[src/sat_pkg.sv]
// shared types and constants for the sorted array table
package sat_pkg;

    localparam int TABLE_DEPTH_DEF = 256;
    localparam int VALUE_WIDTH_DEF = 32;

    localparam int CMD_W     = 2;
    localparam int IDX_W     = 8;
    localparam int STATUS_W  = 2;
    localparam int CAP_W     = 9;
    localparam int CNT_OUT_W = 9;

    localparam logic [CAP_W-1:0] CAP_RESET = 9'd256;

    localparam logic [CMD_W-1:0] CMD_INSERT = 2'd0;
    localparam logic [CMD_W-1:0] CMD_LOOKUP = 2'd1;
    localparam logic [CMD_W-1:0] CMD_REMOVE = 2'd2;

    localparam logic [STATUS_W-1:0] ST_DONE      = 2'd0;
    localparam logic [STATUS_W-1:0] ST_FULL      = 2'd1;
    localparam logic [STATUS_W-1:0] ST_BAD_INDEX = 2'd2;

    typedef enum logic [2:0] {
        PTR_HOLD,
        PTR_COUNT,
        PTR_INDEX,
        PTR_DEC,
        PTR_INC
    } ptr_op_t;

    typedef enum logic [2:0] {
        RD_NONE,
        RD_COUNT_M1,
        RD_PTR_M2,
        RD_PTR_P2,
        RD_INDEX,
        RD_INDEX_P1
    } rd_sel_t;

    typedef enum logic [1:0] {
        CNT_HOLD,
        CNT_INC,
        CNT_DEC
    } cnt_op_t;

    typedef struct packed {
        logic                latch;
        ptr_op_t             ptr_op;
        rd_sel_t             rd_sel;
        logic                wr_en;
        logic                wr_item;
        cnt_op_t             cnt_op;
        logic                respond;
        logic [STATUS_W-1:0] resp_status;
        logic                resp_value;
    } ctrl_t;

    typedef struct packed {
        logic full;
        logic idx_bad;
        logic idx_last;
        logic empty;
        logic data_ge;
        logic ptr_is_one;
        logic rem_more;
    } stat_t;

endpackage

[src/sat_ctrl.sv]
// command sequencer for the sorted array table
module sat_ctrl (
    input  logic                       clk,
    input  logic                       rst_n,
    input  logic                       start,
    input  logic [sat_pkg::CMD_W-1:0]  command,
    input  sat_pkg::stat_t             stat,
    output sat_pkg::ctrl_t             ctrl,
    output logic                       busy
);

    import sat_pkg::*;

    typedef enum logic [2:0] {
        S_IDLE,
        S_INS_SHIFT,
        S_INS_LAST,
        S_LK_WAIT,
        S_REM_SHIFT
    } state_t;

    state_t state_reg;
    state_t state_next;

    always_comb
    begin
        ctrl             = '0;
        ctrl.ptr_op      = PTR_HOLD;
        ctrl.rd_sel      = RD_NONE;
        ctrl.cnt_op      = CNT_HOLD;
        ctrl.resp_status = ST_DONE;
        state_next       = state_reg;
        case (state_reg)
            S_IDLE:
            begin
                if (start)
                begin
                    ctrl.latch = 1'b1;
                    case (command)
                        CMD_INSERT:
                        begin
                            if (stat.full)
                            begin
                                ctrl.respond     = 1'b1;
                                ctrl.resp_status = ST_FULL;
                            end
                            else if (stat.empty)
                            begin
                                ctrl.ptr_op = PTR_COUNT;
                                state_next  = S_INS_LAST;
                            end
                            else
                            begin
                                ctrl.ptr_op = PTR_COUNT;
                                ctrl.rd_sel = RD_COUNT_M1;
                                state_next  = S_INS_SHIFT;
                            end
                        end
                        CMD_LOOKUP:
                        begin
                            if (stat.idx_bad)
                            begin
                                ctrl.respond     = 1'b1;
                                ctrl.resp_status = ST_BAD_INDEX;
                            end
                            else
                            begin
                                ctrl.rd_sel = RD_INDEX;
                                state_next  = S_LK_WAIT;
                            end
                        end
                        CMD_REMOVE:
                        begin
                            if (stat.idx_bad)
                            begin
                                ctrl.respond     = 1'b1;
                                ctrl.resp_status = ST_BAD_INDEX;
                            end
                            else if (stat.idx_last)
                            begin
                                ctrl.cnt_op  = CNT_DEC;
                                ctrl.respond = 1'b1;
                            end
                            else
                            begin
                                ctrl.ptr_op = PTR_INDEX;
                                ctrl.rd_sel = RD_INDEX_P1;
                                state_next  = S_REM_SHIFT;
                            end
                        end
                        default:
                        begin
                            ctrl.respond = 1'b1;
                        end
                    endcase
                end
            end
            S_INS_SHIFT:
            begin
                ctrl.wr_en = 1'b1;
                if (stat.data_ge)
                begin
                    ctrl.ptr_op = PTR_DEC;
                    if (stat.ptr_is_one)
                    begin
                        state_next = S_INS_LAST;
                    end
                    else
                    begin
                        ctrl.rd_sel = RD_PTR_M2;
                    end
                end
                else
                begin
                    ctrl.wr_item = 1'b1;
                    ctrl.cnt_op  = CNT_INC;
                    ctrl.respond = 1'b1;
                    state_next   = S_IDLE;
                end
            end
            S_INS_LAST:
            begin
                ctrl.wr_en   = 1'b1;
                ctrl.wr_item = 1'b1;
                ctrl.cnt_op  = CNT_INC;
                ctrl.respond = 1'b1;
                state_next   = S_IDLE;
            end
            S_LK_WAIT:
            begin
                ctrl.respond    = 1'b1;
                ctrl.resp_value = 1'b1;
                state_next      = S_IDLE;
            end
            S_REM_SHIFT:
            begin
                ctrl.wr_en  = 1'b1;
                ctrl.ptr_op = PTR_INC;
                if (stat.rem_more)
                begin
                    ctrl.rd_sel = RD_PTR_P2;
                end
                else
                begin
                    ctrl.cnt_op  = CNT_DEC;
                    ctrl.respond = 1'b1;
                    state_next   = S_IDLE;
                end
            end
            default:
            begin
                state_next = S_IDLE;
            end
        endcase
    end

    always_ff @(posedge clk or negedge rst_n)
    begin
        if (!rst_n)
        begin
            state_reg <= S_IDLE;
        end
        else
        begin
            state_reg <= state_next;
        end
    end

    assign busy = (state_reg != S_IDLE);

endmodule

[config.mk]
export PLATFORM = sky130hd
export DESIGN_NAME = sat_ctrl
export DESIGN_NICKNAME = d
export VERILOG_FILES = /design/src/sat_pkg.sv /design/src/sat_ctrl.sv
export SDC_FILE = /design/constraint.sdc
export NUM_CORES = 1
export LEC_CHECK = 0
export BUFFER_PORTS_ARGS = -buffer_cell sky130_fd_sc_hd__buf_2
export CAP_MARGIN = 20
export CORE_AREA = 3 3 40 42
export DETAILED_ROUTE_END_ITERATION = 8
export DIE_AREA = 0 0 43 45
export PLACE_DENSITY = 0.7
export SETUP_SLACK_MARGIN = 0.2
export SLEW_MARGIN = 20
export SYNTH_ARGS = -nofsm -noshare
export SYNTH_HDL_FRONTEND = slang
export SYNTH_SLANG_ARGS = --single-unit
[constraint.sdc]
create_clock -name clk -period 2.15 [get_ports clk]
set_clock_uncertainty 0.1 [all_clocks]
set_input_delay 0.3225 -clock clk [delete_from_list [all_inputs] [get_ports clk]]
set_output_delay 0.3225 -clock clk [all_outputs]
set_load 0.03 [all_outputs]
# Word level (Yosys, flattened, before mapping)

Index checks and enable logic that the tools add are counted.

Register bits after elaboration: 3
Output and inout port bits: 16

Equality and inequality tests: 14
Muxes and demuxes: 42
Reduce and logical (&&, ||, !) cells: 6

Operator list:

| cell                 | count |
|---|---|
| $mux W3              | 13 |
| $pmux W3 S3          | 3 |
| $mux W5              | 4 |
| $pmux W6 S3          | 1 |
| $ne A3 B3 Y1 const B | 5 |
| $mux W2              | 7 |
| $mux W4              | 2 |
| $pmux W2 S4          | 1 |
| $reduce_and A8 Y1    | 1 |
| $mux W7              | 1 |
| $eq A3 B2 Y1 const B | 2 |
| $pmux W2 S3          | 1 |
| $mux W1              | 5 |
| $ne A2 B2 Y1 const B | 2 |
| $ne A4 B1 Y1 const B | 1 |
| $pmux W1 S4          | 1 |
| $pmux W2 S2          | 1 |
| $eq A3 B1 Y1 const B | 1 |
| $eq A3 B3 Y1 const B | 1 |
| $logic_not A3 Y1     | 1 |
| $pmux W1 S3          | 1 |
| $reduce_bool A3 Y1   | 1 |
| $reduce_or A3 Y1     | 1 |
| $eq A2 B1 Y1 const B | 1 |
| 4 further kinds      | 4 |

# Depth between registers and ports, before layout

Gate-level depths: netlist of run 1.

Depth in word-level cells: 5
Gate-level depth with buffers: 6
Mapped depth without buffers: 6

# Worst setup path after synthesis of run 1

Ideal clock, no wire load.

Path type: register -> output
From: reg state_reg[1]
To: out ctrl[12] in the netlist's numbering
Arrival: 1.688 ns
Data required time: 1.727 ns
Slack: 0.039 ns
Cell stages (with the launch flop): 5
Path buffers: 1
Path through: dfrtp_1 > buf_4 > nor3_4 > nand2_2 > o31ai_1

RTL lines:

| element                | RTL line        | source |
|---|---|---|
| start, declared        | sat_ctrl.sv:22  | `state_t state_reg;` |
| start signal, assigned | sat_ctrl.sv:165 | `state_reg <= state_next;` |
| end, declared          | sat_ctrl.sv:8   | `output sat_pkg::ctrl_t ctrl,` |

==> results of run 1 <==
cells in the final DEF (no fill, tap or decap), types with 2 or more instances in the layout:
cell type                  instances
sky130_fd_sc_hd__nand2b_1          2
sky130_fd_sc_hd__buf_2            20
sky130_fd_sc_hd__clkbuf_4          5
sky130_fd_sc_hd__a21oi_1           4
sky130_fd_sc_hd__nand2_1           7
sky130_fd_sc_hd__buf_6             2
sky130_fd_sc_hd__o21ai_1           2
sky130_fd_sc_hd__buf_4             9
sky130_fd_sc_hd__o21ai_0           3
sky130_fd_sc_hd__inv_1             8
sky130_fd_sc_hd__nor2_1            3
sky130_fd_sc_hd__ha_1              4
sky130_fd_sc_hd__dfrtp_1           2
sky130_fd_sc_hd__o22ai_1           2
power by group through the flow:
stage	clock [mW]	sequential, mW	combinational (mW)
floorplan	0	0.0627	0.162
global placement	0	0.0687	0.209
detailed placement	0	0.0687	0.212
CTS	0.102	0.0664	0.230
global route	0.110	0.0674	0.259
finish	0.0977	0.0668	0.239
per-layer routing:
layer  part of all wire [%]  wire (um)  vias up
met1                     39        533      266
li1                       -          -      302
met3                    8.0        110        2
met2                     52        709       22
met5                      0          0        -
met4                    1.5         20        0
cells by family (layout without fill, tap and decap cells):
| kind of cell | count (synthesis) | count (layout) | synth area share (%) |
|---|---|---|---|
| compound gates | 20 | 20 | 31.70 |
| xor+xnor | 1 | 1 | 1.720 |
| buf+inv | 12 | 47 | 11.79 |
| flops | 3 | 3 | 14.74 |
| fa+ha+maj | 4 | 4 | 9.828 |
| simple gates | 25 | 25 | 30.23 |
repair_timing:
item                                   in CTS  in global routing
endpoints found under the hold margin       3                  0
hold buffers                                1                  0
setup endpoints to repair                   9                  8
buffers inserted                            2                  2
pin swaps                                   2                  6
resized for setup                           7                  8
final timing paths:
check,to,start,cells after the start
max,ctrl[9],state_reg[2],3
min,state_reg[0],stat[1],2
max reg2reg,state_reg[1],state_reg[2],4
min reg2reg,state_reg[1],state_reg[0],4
max in group asynchronous,state_reg[0],rst_n,2
min in group asynchronous,state_reg[1],rst_n,2
synth_stat cells, types with 2 or more instances:
cell type	instances
sky130_fd_sc_hd__nand2_1	7
sky130_fd_sc_hd__nor2_1	3
sky130_fd_sc_hd__buf_4	2
sky130_fd_sc_hd__a21oi_1	4
sky130_fd_sc_hd__nand2b_1	3
sky130_fd_sc_hd__ha_1	4
sky130_fd_sc_hd__o21ai_0	5
sky130_fd_sc_hd__o22ai_1	2
sky130_fd_sc_hd__dfrtp_1	3
sky130_fd_sc_hd__inv_1	8
stage by stage:
stage / std cells / utilization, %
2_1_floorplan: 65 / -
3_3_place_gp: 106 / 52.48
3_5_place_dp: 106 / 52.48
4_1_cts: 113 / 58.03
5_1_grt: 115 / 60.86
6_report: 115 / 60.86
cell type report:
cell class              count  area [um^2]
fillers                   116        503.0
multi-input cells          50        411.6
repair buffers             34        215.2
flip-flops and latches      3        76.32
inverters                   9        33.78
clock buffers               4        26.28
well taps                  15        18.77
worst register-to-register path: cells and delay by family (launching register included):
family	cells	cell delay, ps
DFF	1	410
AOI/OAI and AO/OA	2	210
buffers and inverters	1	130
and+or+nand+nor	1	520
==> insert_results.sql, run 1 <==
INSERT INTO impl_metrics (metric_group, metric, value, unit) VALUES
('status', 'outcome', 'finished clean', ''),
('sta', 'setup_viol', '0', ''),
('global_routing', 'top_usage_layer', 'met2', ''),
('finish', 'largest_register_ff_count', '3', ''),
('logic_synthesis', 'synthFlopType', 'sky130_fd_sc_hd__dfrtp_1', ''),
('logic_synthesis', 'synth_top_area_share', '14.74', '%'),
('placement', 'gp_congestion', '0.8384', ''),
('power', 'power_density', '515.3', 'nW/um^2'),
('logic_synthesis', 'mappedNetlistArea', '509.2', 'um^2'),
('placement', 'dp_hpwl', '1074', 'um'),
('worst_setup_path', 'worst_path_max_fanout', '3', ''),
('power', 'ir_drop', '0.0002603', 'V'),
('sta', 'setup_slack', '241.1', 'ps'),
('floorplanning', 'placeableCoreArea', '1285', 'um^2'),
('route', 'drt_iter0_drc', '4', ''),
('power', 'switching_share', '44.87', '%'),
('global_routing', 'global_route.overflow_total', '0', ''),
('placement', 'postPlaceCellArea', '674.4', 'um^2'),
('global_routing', 'vias_in_the_first_global_route', '511', ''),
('sta', 'maxSlewHeadroom', '84.61', '%'),
('route', 'total_vias_in_the_final_route', '592', ''),
('sta', 'timing.final.max_slew_violations', '0', ''),
('clock_network', 'tritoncts.num_buffers', '3', ''),
('clock_network', 'clkLatencyLatePin', '230', 'ps'),
('clock_network', 'max-clock-path-buffers', '2', ''),
('logic_synthesis', 'netlist-cell-type-count', '34', ''),
('floorplanning', 'die-area', '1935', 'um^2'),
('floorplanning', 'chip_width', '43', 'um'),
('route', 'drc_errors', '0', ''),
('floorplanning', 'floorplan.io_pins', '28', ''),
('finish', 'net_count_final', '117', ''),
('sta', 'final_period_minus_worst_setup_slack', '1909', 'ps'),
('placement', 'port_bufs', '27', ''),
('sta', 'finalCritPeriodShare', '88.79', '%'),
('power', 'internal_power', '0.2222', 'mW'),
('clock_network', 'cts_num_sinks', '3', ''),
('logic_synthesis', 'synth_top_cells_by_area', 'sky130_fd_sc_hd__dfrtp_1 (15%), sky130_fd_sc_hd__ha_1 (9.8%), sky130_fd_sc_hd__inv_1 (5.9%)', ''),
('placement', 'preCtsSetupSlack', '221.2', 'ps'),
('finish', 'num_antenna_cells', '0', ''),
('worst_setup_path', 'worstSetupEndpointType', 'primary output', ''),
('logic_synthesis', 'synth_fp_nets', '81', ''),
('worst_setup_path', 'crit_path_max_incr_delay', '520', 'ps'),
('power', 'p_total', '0.4030', 'mW'),
('worst_setup_path', 'timing.critical_path.buf_inv', '1', ''),
('sta', 'rsz0062_at_grt', 'true', ''),
('global_routing', 'grt_usage', '15.42', '%'),
('global_routing', 'grt.met2_usage', '28.14', '%'),
('clock_network', 'clk_transition_reported_paths', '30', 'ps'),
('worst_setup_path', 'worstPathCellList', 'or4b_4 -> a21oi_4 -> buf_6', ''),
('clock_network', 'cts.root.buffer_cell', 'sky130_fd_sc_hd__clkbuf_4', ''),
('logic_synthesis', 'synth_top_cell_by_area', 'sky130_fd_sc_hd__dfrtp_1', ''),
('worst_setup_path', 'timing.critical_path.max_delay_family', 'simple AND/OR/NAND/NOR gates', ''),
('logic_synthesis', 'synth_cells', '65', ''),
('sta', 'maxClockFrequency', '523.9', 'MHz'),
('power', 'comb_power_share', '59.2', '%'),
('route', 'route.detailed.vias_per_inst', '5.148', ''),
('logic_synthesis', 'synth-seq-area-share', '14.74', '%'),
('route', 'mean_routed_wirelength_per_cell', '11.95', 'um'),
('logic_synthesis', 'postSynthRegisterBits', '3', ''),
('logic_synthesis', 'yosysWarnings', '0', ''),
('global_routing', 'antenna_found_initial', '0', ''),
('worst_setup_path', 'startpoint_type', 'flip-flop', ''),
('floorplanning', 'placementRows', '13', ''),
('power', 'p_leak', '0.4008', 'nW'),
('job', 'maxcap_viol_count', '0', ''),
('worst_setup_path', 'worst_ep_arrival_time', '1490', 'ps'),
('worst_setup_path', 'crit_required', '1730', 'ps'),
('logic_synthesis', 'synth-async-reset-ratio', '100.0', '%'),
('floorplanning', 'die_y', '45', 'um'),
('global_routing', 'grtUsageMet1', '16.18', '%'),
('global_routing', 'grt_pass1_wl', '2187', 'um');
(Power assumes the default switching activity.)
==> run 2, diff against run 1 <==
--- a/config.mk
+++ b/config.mk
@@ -7,9 +7,9 @@
 export LEC_CHECK = 0
 export BUFFER_PORTS_ARGS = -buffer_cell sky130_fd_sc_hd__buf_2
 export CAP_MARGIN = 20
-export CORE_AREA = 3 3 40 42
+export CORE_AREA = 2 2 39 41
 export DETAILED_ROUTE_END_ITERATION = 8
-export DIE_AREA = 0 0 43 45
+export DIE_AREA = 0 0 41 43
 export PLACE_DENSITY = 0.7
 export SETUP_SLACK_MARGIN = 0.2
 export SLEW_MARGIN = 20
==> insert_results.sql, run 2 (synthesis gave the netlist of run 1 again) <==
INSERT INTO impl_metrics (metric_group, metric, value, unit) VALUES
('floorplanning', 'initial_utilization', '36.80', '%'),
('finish', 'mostFrequentLayoutCells', 'sky130_fd_sc_hd__buf_2 (20), sky130_fd_sc_hd__buf_4 (11), sky130_fd_sc_hd__inv_1 (7), sky130_fd_sc_hd__nand2_1 (6)', ''),
('route', 'drt_iter0_drc', '7', ''),
('worst_setup_path', 'timing.critical_path.max_delay_family', 'flip-flops', ''),
('finish', 'layout.area.seq', '76.32', 'um^2'),
('power', 'ir_drop', '0.0002214', 'V'),
('worst_setup_path', 'worst-setup-path-type', 'flip-flop to primary output', ''),
('power', 'internal_power', '0.2274', 'mW'),
('floorplanning', 'die-area', '1763', 'um^2'),
('clock_network', 'cts_h_tree_lvls', '1', ''),
('global_routing', 'grt_pass1_wl', '1980', 'um'),
('global_routing', 'grt_usage', '16.28', '%'),
('status', 'outcome', 'finished clean', ''),
('finish', 'largest_register_ff_count', '3', ''),
('floorplanning', 'placementRows', '14', ''),
('worst_setup_path', 'timing.critical_path.buf_inv', '1', ''),
('route', 'dr.pass1.iters', '4', ''),
('worst_setup_path', 'crit_path_max_incr_delay', '400', 'ps'),
('sta', 'setup_viol', '0', ''),
('route', 'drc_errors', '0', ''),
('power', 'power_frac_seq', '16.0', '%'),
('clock_network', 'cts.root.buffer_cell', 'sky130_fd_sc_hd__clkbuf_4', ''),
('power', 'switching_share', '45.12', '%'),
('sta', 'worst_slew_pin_slew', '231.8', 'ps'),
('route', 'route.detailed.vias_per_inst', '5.094', ''),
('route', 'mean_routed_wirelength_per_cell', '11.50', 'um'),
('route', 'postRouteAntennaNets', '0', ''),
('power', 'power_density', '511.9', 'nW/um^2'),
('worst_setup_path', 'worst_ep_arrival_time', '1470', 'ps'),
('clock_network', 'clkLatencyLatePin', '230', 'ps'),
('sta', 'maxClockFrequency', '529.3', 'MHz'),
('finish', 'finalNonFillerCells', '117', ''),
('worst_setup_path', 'startpoint_type', 'flip-flop', ''),
('finish', 'net_count_final', '118', ''),
('route', 'totalWireLength', '1346', 'um'),
('worst_hold_path', 'min_path_type', 'primary input to flip-flop', ''),
('finish', 'multi_input_comb_area', '426.7', 'um^2'),
('floorplanning', 'placeableCoreArea', '1384', 'um^2'),
('placement', 'gp_congestion', '0.7986', ''),
('worst_setup_path', 'slowest_stage', 'sky130_fd_sc_hd__dfrtp_1', ''),
('worst_setup_path', 'crit_required', '1730', 'ps'),
('placement', 'preCtsSetupSlack', '216.8', 'ps'),
('floorplanning', 'floorplan.io_pins', '28', ''),
('floorplanning', 'die_y', '43', 'um'),
('finish', 'layout_commonest_cell', 'sky130_fd_sc_hd__buf_2', ''),
('power', 'p_leak', '0.4023', 'nW'),
('placement', 'port_bufs', '27', ''),
('sta', 'maxSlewHeadroom', '84.55', '%'),
('power', 'clockPowerShare', '24.1', '%'),
('global_routing', 'grt_max_degree', '9', ''),
('sta', 'finalCritPeriodShare', '87.88', '%'),
('global_routing', 'global_route.overflow_total', '0', ''),
('placement', 'dp_hpwl', '1048', 'um'),
('finish', 'finish.utilization', '58.50', '%'),
('clock_network', 'tritoncts.num_buffers', '3', ''),
('sta', 'fin_tns_setup', '0', 'ps'),
('finish', 'num_antenna_cells', '0', ''),
('finish', 'final_layout_size_suffix_gt1_share', '53.47', '%'),
('sta', 'final_period_minus_worst_setup_slack', '1889', 'ps'),
('global_routing', 'vias_in_the_first_global_route', '489', ''),
('sta', 'final_hold_viol_count', '0', ''),
('floorplanning', 'chip_width', '41', 'um'),
('clock_network', 'max-clock-path-buffers', '2', ''),
('clock_network', 'clk_transition_reported_paths', '40', 'ps'),
('finish', 'final_design_area_no_fill', '809.5', 'um^2'),
('power', 'p_total', '0.4144', 'mW'),
('worst_setup_path', 'worstSetupEndpointType', 'primary output', ''),
('global_routing', 'antenna_found_initial', '0', ''),
('placement', 'postPlaceCellArea', '675.6', 'um^2'),
('clock_network', 'cts_num_sinks', '3', ''),
('clock_network', 'tritoncts_clock_tree', 'yes', ''),
('worst_setup_path', 'worst_path_max_fanout', '8', ''),
('power', 'power_switching', '0.1870', 'mW'),
('route', 'total_vias_in_the_final_route', '596', ''),
('worst_setup_path', 'worstPathCellList', 'nor3_4 -> nand2_4 -> o31ai_2 -> buf_4', ''),
('job', 'maxcap_viol_count', '0', ''),
('sta', 'rsz0062_at_grt', 'true', ''),
('placement', 'dp_cells', '107', ''),
('sta', 'setup_slack', '260.6', 'ps'),
('power', 'comb_power_share', '59.9', '%'),
('finish', 'fillerInstances', '126', ''),
('sta', 'timing.hold.ws', '212.3', 'ps'),
('finish', 'area_delta_synth_final', '58.97', '%'),
('sta', 'timing.final.max_slew_violations', '0', '');
-- run 2: path summary, 6_finish.rpt --
| kind | from | to | slack [ps] | cells after the start |
|---|---|---|---|---|
| worst max-delay path | state_reg[1] | ctrl[12] | 260 | 4 |
| worst min-delay path | stat[1] | state_reg[0] | 210 | 2 |
| worst max register to register | state_reg[2] | state_reg[1] | 680 | 4 |
| worst min register to register | state_reg[0] | state_reg[1] | 650 | 4 |
| max in group asynchronous | rst_n | state_reg[0] | 1520 | 2 |
| min in group asynchronous | rst_n | state_reg[2] | 310 | 2 |
-- run 2: layout make-up --
type,instances,area share [%]
multi-input cells,50,52.70
repair buffers,35,27.98
flip-flops and latches,3,9.428
inverters,9,4.173
clock buffers,4,3.246
well taps,16,2.473
-- run 2: repair_timing --
item / CTS / global route
endpoints found under the setup margin: 9 / 8
buffers inserted: 4 / 1
hold endpoints to repair: 3 / 0
pin swaps: 3 / 5
resized for setup: 7 / 14
hold buffers: 1 / 0
-- run 2: power by group through the flow --
stage               combinational (mW)  sequential, mW  clock (mW)
finish                           0.248          0.0663       0.100
global route                     0.269          0.0669       0.109
CTS                              0.232          0.0662      0.0992
detailed placement               0.210          0.0688           0
global placement                 0.209          0.0687           0
floorplan                        0.162          0.0627           0
-- run 2: metal layers --
layer,global-route usage [%],up-vias,wire length (um)
met4,6.667,0,13
met3,4.188,2,104
met1,21.61,260,621
met5,0,-,0
li1,-,305,-
met2,24.06,29,607
-- run 2: worst register-to-register path: stages, from the launching register on --
cell	delay, ps
sky130_fd_sc_hd__dfrtp_1	410
sky130_fd_sc_hd__buf_4	180
sky130_fd_sc_hd__nand4b_1	260
sky130_fd_sc_hd__buf_4	200
sky130_fd_sc_hd__a221oi_2	230
==> run 3, diff against run 2 <==
--- a/config.mk
+++ b/config.mk
@@ -5,7 +5,7 @@
 export SDC_FILE = /design/constraint.sdc
 export NUM_CORES = 1
 export LEC_CHECK = 0
-export BUFFER_PORTS_ARGS = -buffer_cell sky130_fd_sc_hd__buf_2
+export BUFFER_PORTS_ARGS = -buffer_cell sky130_fd_sc_hd__clkbuf_2
 export CAP_MARGIN = 20
 export CORE_AREA = 2 2 39 41
 export DETAILED_ROUTE_END_ITERATION = 8
==> insert_results.sql, run 3 (synthesis gave the netlist of run 1 again) <==
INSERT INTO impl_metrics (metric_group, metric, value, unit) VALUES
('clock_network', 'cts_num_sinks', '3', ''),
('finish', 'finish.utilization', '61.39', '%'),
('finish', 'finalNonFillerCells', '119', ''),
('finish', 'largest_register_ff_count', '3', ''),
('floorplanning', 'die_y', '43', 'um'),
('floorplanning', 'chip_width', '41', 'um'),
('floorplanning', 'initial_utilization', '36.80', '%'),
('route', 'dr.pass1.iters', '4', ''),
('worst_setup_path', 'crit_path_end', 'ctrl[5]', ''),
('worst_setup_path', 'timing.rr.start', 'state_reg[2]', ''),
('route', 'drc_errors', '0', ''),
('worst_setup_path', 'crit_path_max_incr_delay', '400', 'ps'),
('floorplanning', 'placeableCoreArea', '1384', 'um^2'),
('worst_setup_path', 'worstPathCellList', 'nor3_4 -> nand2_4 -> o32ai_2 -> clkbuf_8', ''),
('finish', 'multi_input_comb_area', '431.7', 'um^2'),
('finish', 'fillerInstances', '124', ''),
('clock_network', 'clk_transition_reported_paths', '30', 'ps'),
('worst_setup_path', 'crit_required', '1730', 'ps'),
('sta', 'maxSlewHeadroom', '82.11', '%'),
('clock_network', 'clkLatencyLatePin', '240', 'ps'),
('floorplanning', 'placementRows', '14', ''),
('placement', 'preCtsSetupSlack', '220.5', 'ps'),
('worst_setup_path', 'timing.critical_path.buf_inv', '1', ''),
('clock_network', 'cts.root.buffer_cell', 'sky130_fd_sc_hd__clkbuf_4', ''),
('placement', 'dp_cells', '107', ''),
('sta', 'worst_slew_pin_slew', '268.3', 'ps'),
('worst_setup_path', 'startpoint_type', 'flip-flop', ''),
('route', 'mean_routed_wirelength_per_cell', '12.30', 'um'),
('power', 'power_density', '508.8', 'nW/um^2'),
('worst_setup_path', 'timing.critical_path.max_delay_family', 'flip-flops', ''),
('worst_setup_path', 'worst_setup_path_startpoint', 'state_reg[1]', ''),
('placement', 'dp_hpwl', '1011', 'um'),
('finish', 'area_delta_synth_final', '66.83', '%'),
('clock_network', 'tritoncts_clock_tree', 'yes', ''),
('global_routing', 'grt_max_degree', '9', ''),
('power', 'p_leak', '0.4131', 'nW'),
('placement', 'gp_congestion', '0.7987', ''),
('worst_setup_path', 'worst_ep_arrival_time', '1480', 'ps'),
('worst_setup_path', 'cp_num_cells', '4', ''),
('sta', 'fin_tns_setup', '0', 'ps'),
('global_routing', 'antenna_found_initial', '0', ''),
('placement', 'port_bufs', '27', ''),
('power', 'p_total', '0.4322', 'mW'),
('sta', 'maxClockFrequency', '526.9', 'MHz'),
('sta', 'finalCritPeriodShare', '88.28', '%'),
('finish', 'final_layout_size_suffix_gt1_share', '57.28', '%'),
('route', 'drt_iter0_drc', '12', ''),
('worst_setup_path', 'worst-setup-path-type', 'flip-flop to primary output', ''),
('global_routing', 'grt_pass1_wl', '2159', 'um'),
('clock_network', 'tritoncts.num_buffers', '3', ''),
('global_routing', 'global_route.overflow_total', '0', ''),
('worst_setup_path', 'worst_path_max_fanout', '8', ''),
('sta', 'setup_viol', '0', ''),
('sta', 'setup_slack', '252.0', 'ps'),
('global_routing', 'vias_in_the_first_global_route', '527', ''),
('worst_setup_path', 'rr_endpoint', 'state_reg[1]', ''),
('route', 'total_vias_in_the_final_route', '631', ''),
('floorplanning', 'floorplan.io_pins', '28', ''),
('route', 'route.detailed.vias_per_inst', '5.303', ''),
('global_routing', 'grt_usage', '18.09', '%'),
('clock_network', 'max-clock-path-buffers', '2', ''),
('job', 'maxcap_viol_count', '0', ''),
('route', 'totalWireLength', '1464', 'um'),
('sta', 'timing.final.max_slew_violations', '0', ''),
('sta', 'final_period_minus_worst_setup_slack', '1898', 'ps'),
('finish', 'net_count_final', '120', ''),
('worst_hold_path', 'min_path_type', 'primary input to flip-flop', ''),
('finish', 'layout_commonest_cell', 'sky130_fd_sc_hd__clkbuf_2', ''),
('worst_setup_path', 'worstSetupEndpointType', 'primary output', ''),
('worst_setup_path', 'slowest_stage', 'sky130_fd_sc_hd__dfrtp_1', ''),
('floorplanning', 'die-area', '1763', 'um^2'),
('worst_setup_path', 'r2r.worst_path.cells', '4', ''),
('status', 'outcome', 'finished clean', ''),
('power', 'ir_drop', '0.0002605', 'V'),
('route', 'postRouteAntennaNets', '0', ''),
('finish', 'num_antenna_cells', '0', ''),
('finish', 'mostFrequentLayoutCells', 'sky130_fd_sc_hd__clkbuf_2 (19), sky130_fd_sc_hd__buf_4 (11), sky130_fd_sc_hd__inv_1 (7), sky130_fd_sc_hd__nand2_1 (6)', ''),
('sta', 'rsz0062_at_grt', 'true', ''),
('clock_network', 'cts_h_tree_lvls', '1', ''),
('finish', 'layout.area.seq', '76.32', 'um^2'),
('sta', 'final_hold_viol_count', '0', ''),
('worst_setup_path', 'flop_to_flop_setup_slack', '650', 'ps');
[run 3: cell types whose count changed in the layout (fill, tap and decap cells not counted), sizes merged]
cell,change
buf,-18
clkbuf,+20
[run 3: layout make-up]
type                            count  area share (%)
Clock buffer                        4           3.093
Inverter                            9           3.976
Multi-Input combinational cell     50           50.81
Sequential cell                     3           8.984
Tap cell                           16           2.356
Timing Repair Buffer               37           30.78
[run 3: worst register-to-register path, stage by stage (launching register included)]
cell	delay (ps)
sky130_fd_sc_hd__dfrtp_1	420
sky130_fd_sc_hd__buf_6	160
sky130_fd_sc_hd__nand4b_1	290
sky130_fd_sc_hd__buf_4	220
sky130_fd_sc_hd__a221oi_2	220
[run 3: worst min path at each step]
stage | start | to | slack (ps) | depth (start not counted)
final | stat[1] | state_reg[0] | 220 | 2
after global routing | stat[1] | state_reg[0] | 220 | 2
after CTS | stat[1] | state_reg[0] | 220 | 2
after detailed placement | rst_n | state_reg[0] | 20 | 1
after global placement | rst_n | state_reg[1] | 20 | 1
after floorplan | rst_n | state_reg[0] | -70 | 0
[run 3: routing by layer]
metal | vias up | share of wire (%) | track usage (%)
li1 | 309 | - | -
met1 | 276 | 39 | 23.55
met2 | 40 | 49 | 25.94
met3 | 6 | 8.3 | 4.712
met4 | 0 | 3.2 | 10.00
met5 | - | 0 | 0
[run 3: metrics by stage]
stage	hold WS, ps	area (um^2)
6_report	219.4	849.6
5_1_grt	221.2	849.6
4_1_cts	219.0	784.5
3_5_place_dp	20.38	675.6
3_3_place_gp	16.38	675.6
2_1_floorplan	-73.09	531.8
[run 3: power by group]
part | leakage (nW) | switching [mW] | internal [mW]
logic | 0.359 | 0.158 | 0.106
clock network | 0.0150 | 0.0318 | 0.0697
registers | 0.0396 | 0.00541 | 0.0613
[run 3: timing repair]
item | CTS | global route
hold buffers | 1 | 0
hold endpoints to repair | 3 | 0
pin swaps | 5 | 5
endpoints found under the setup margin | 9 | 9
setup buffers | 4 | 3
resized for setup | 11 | 25
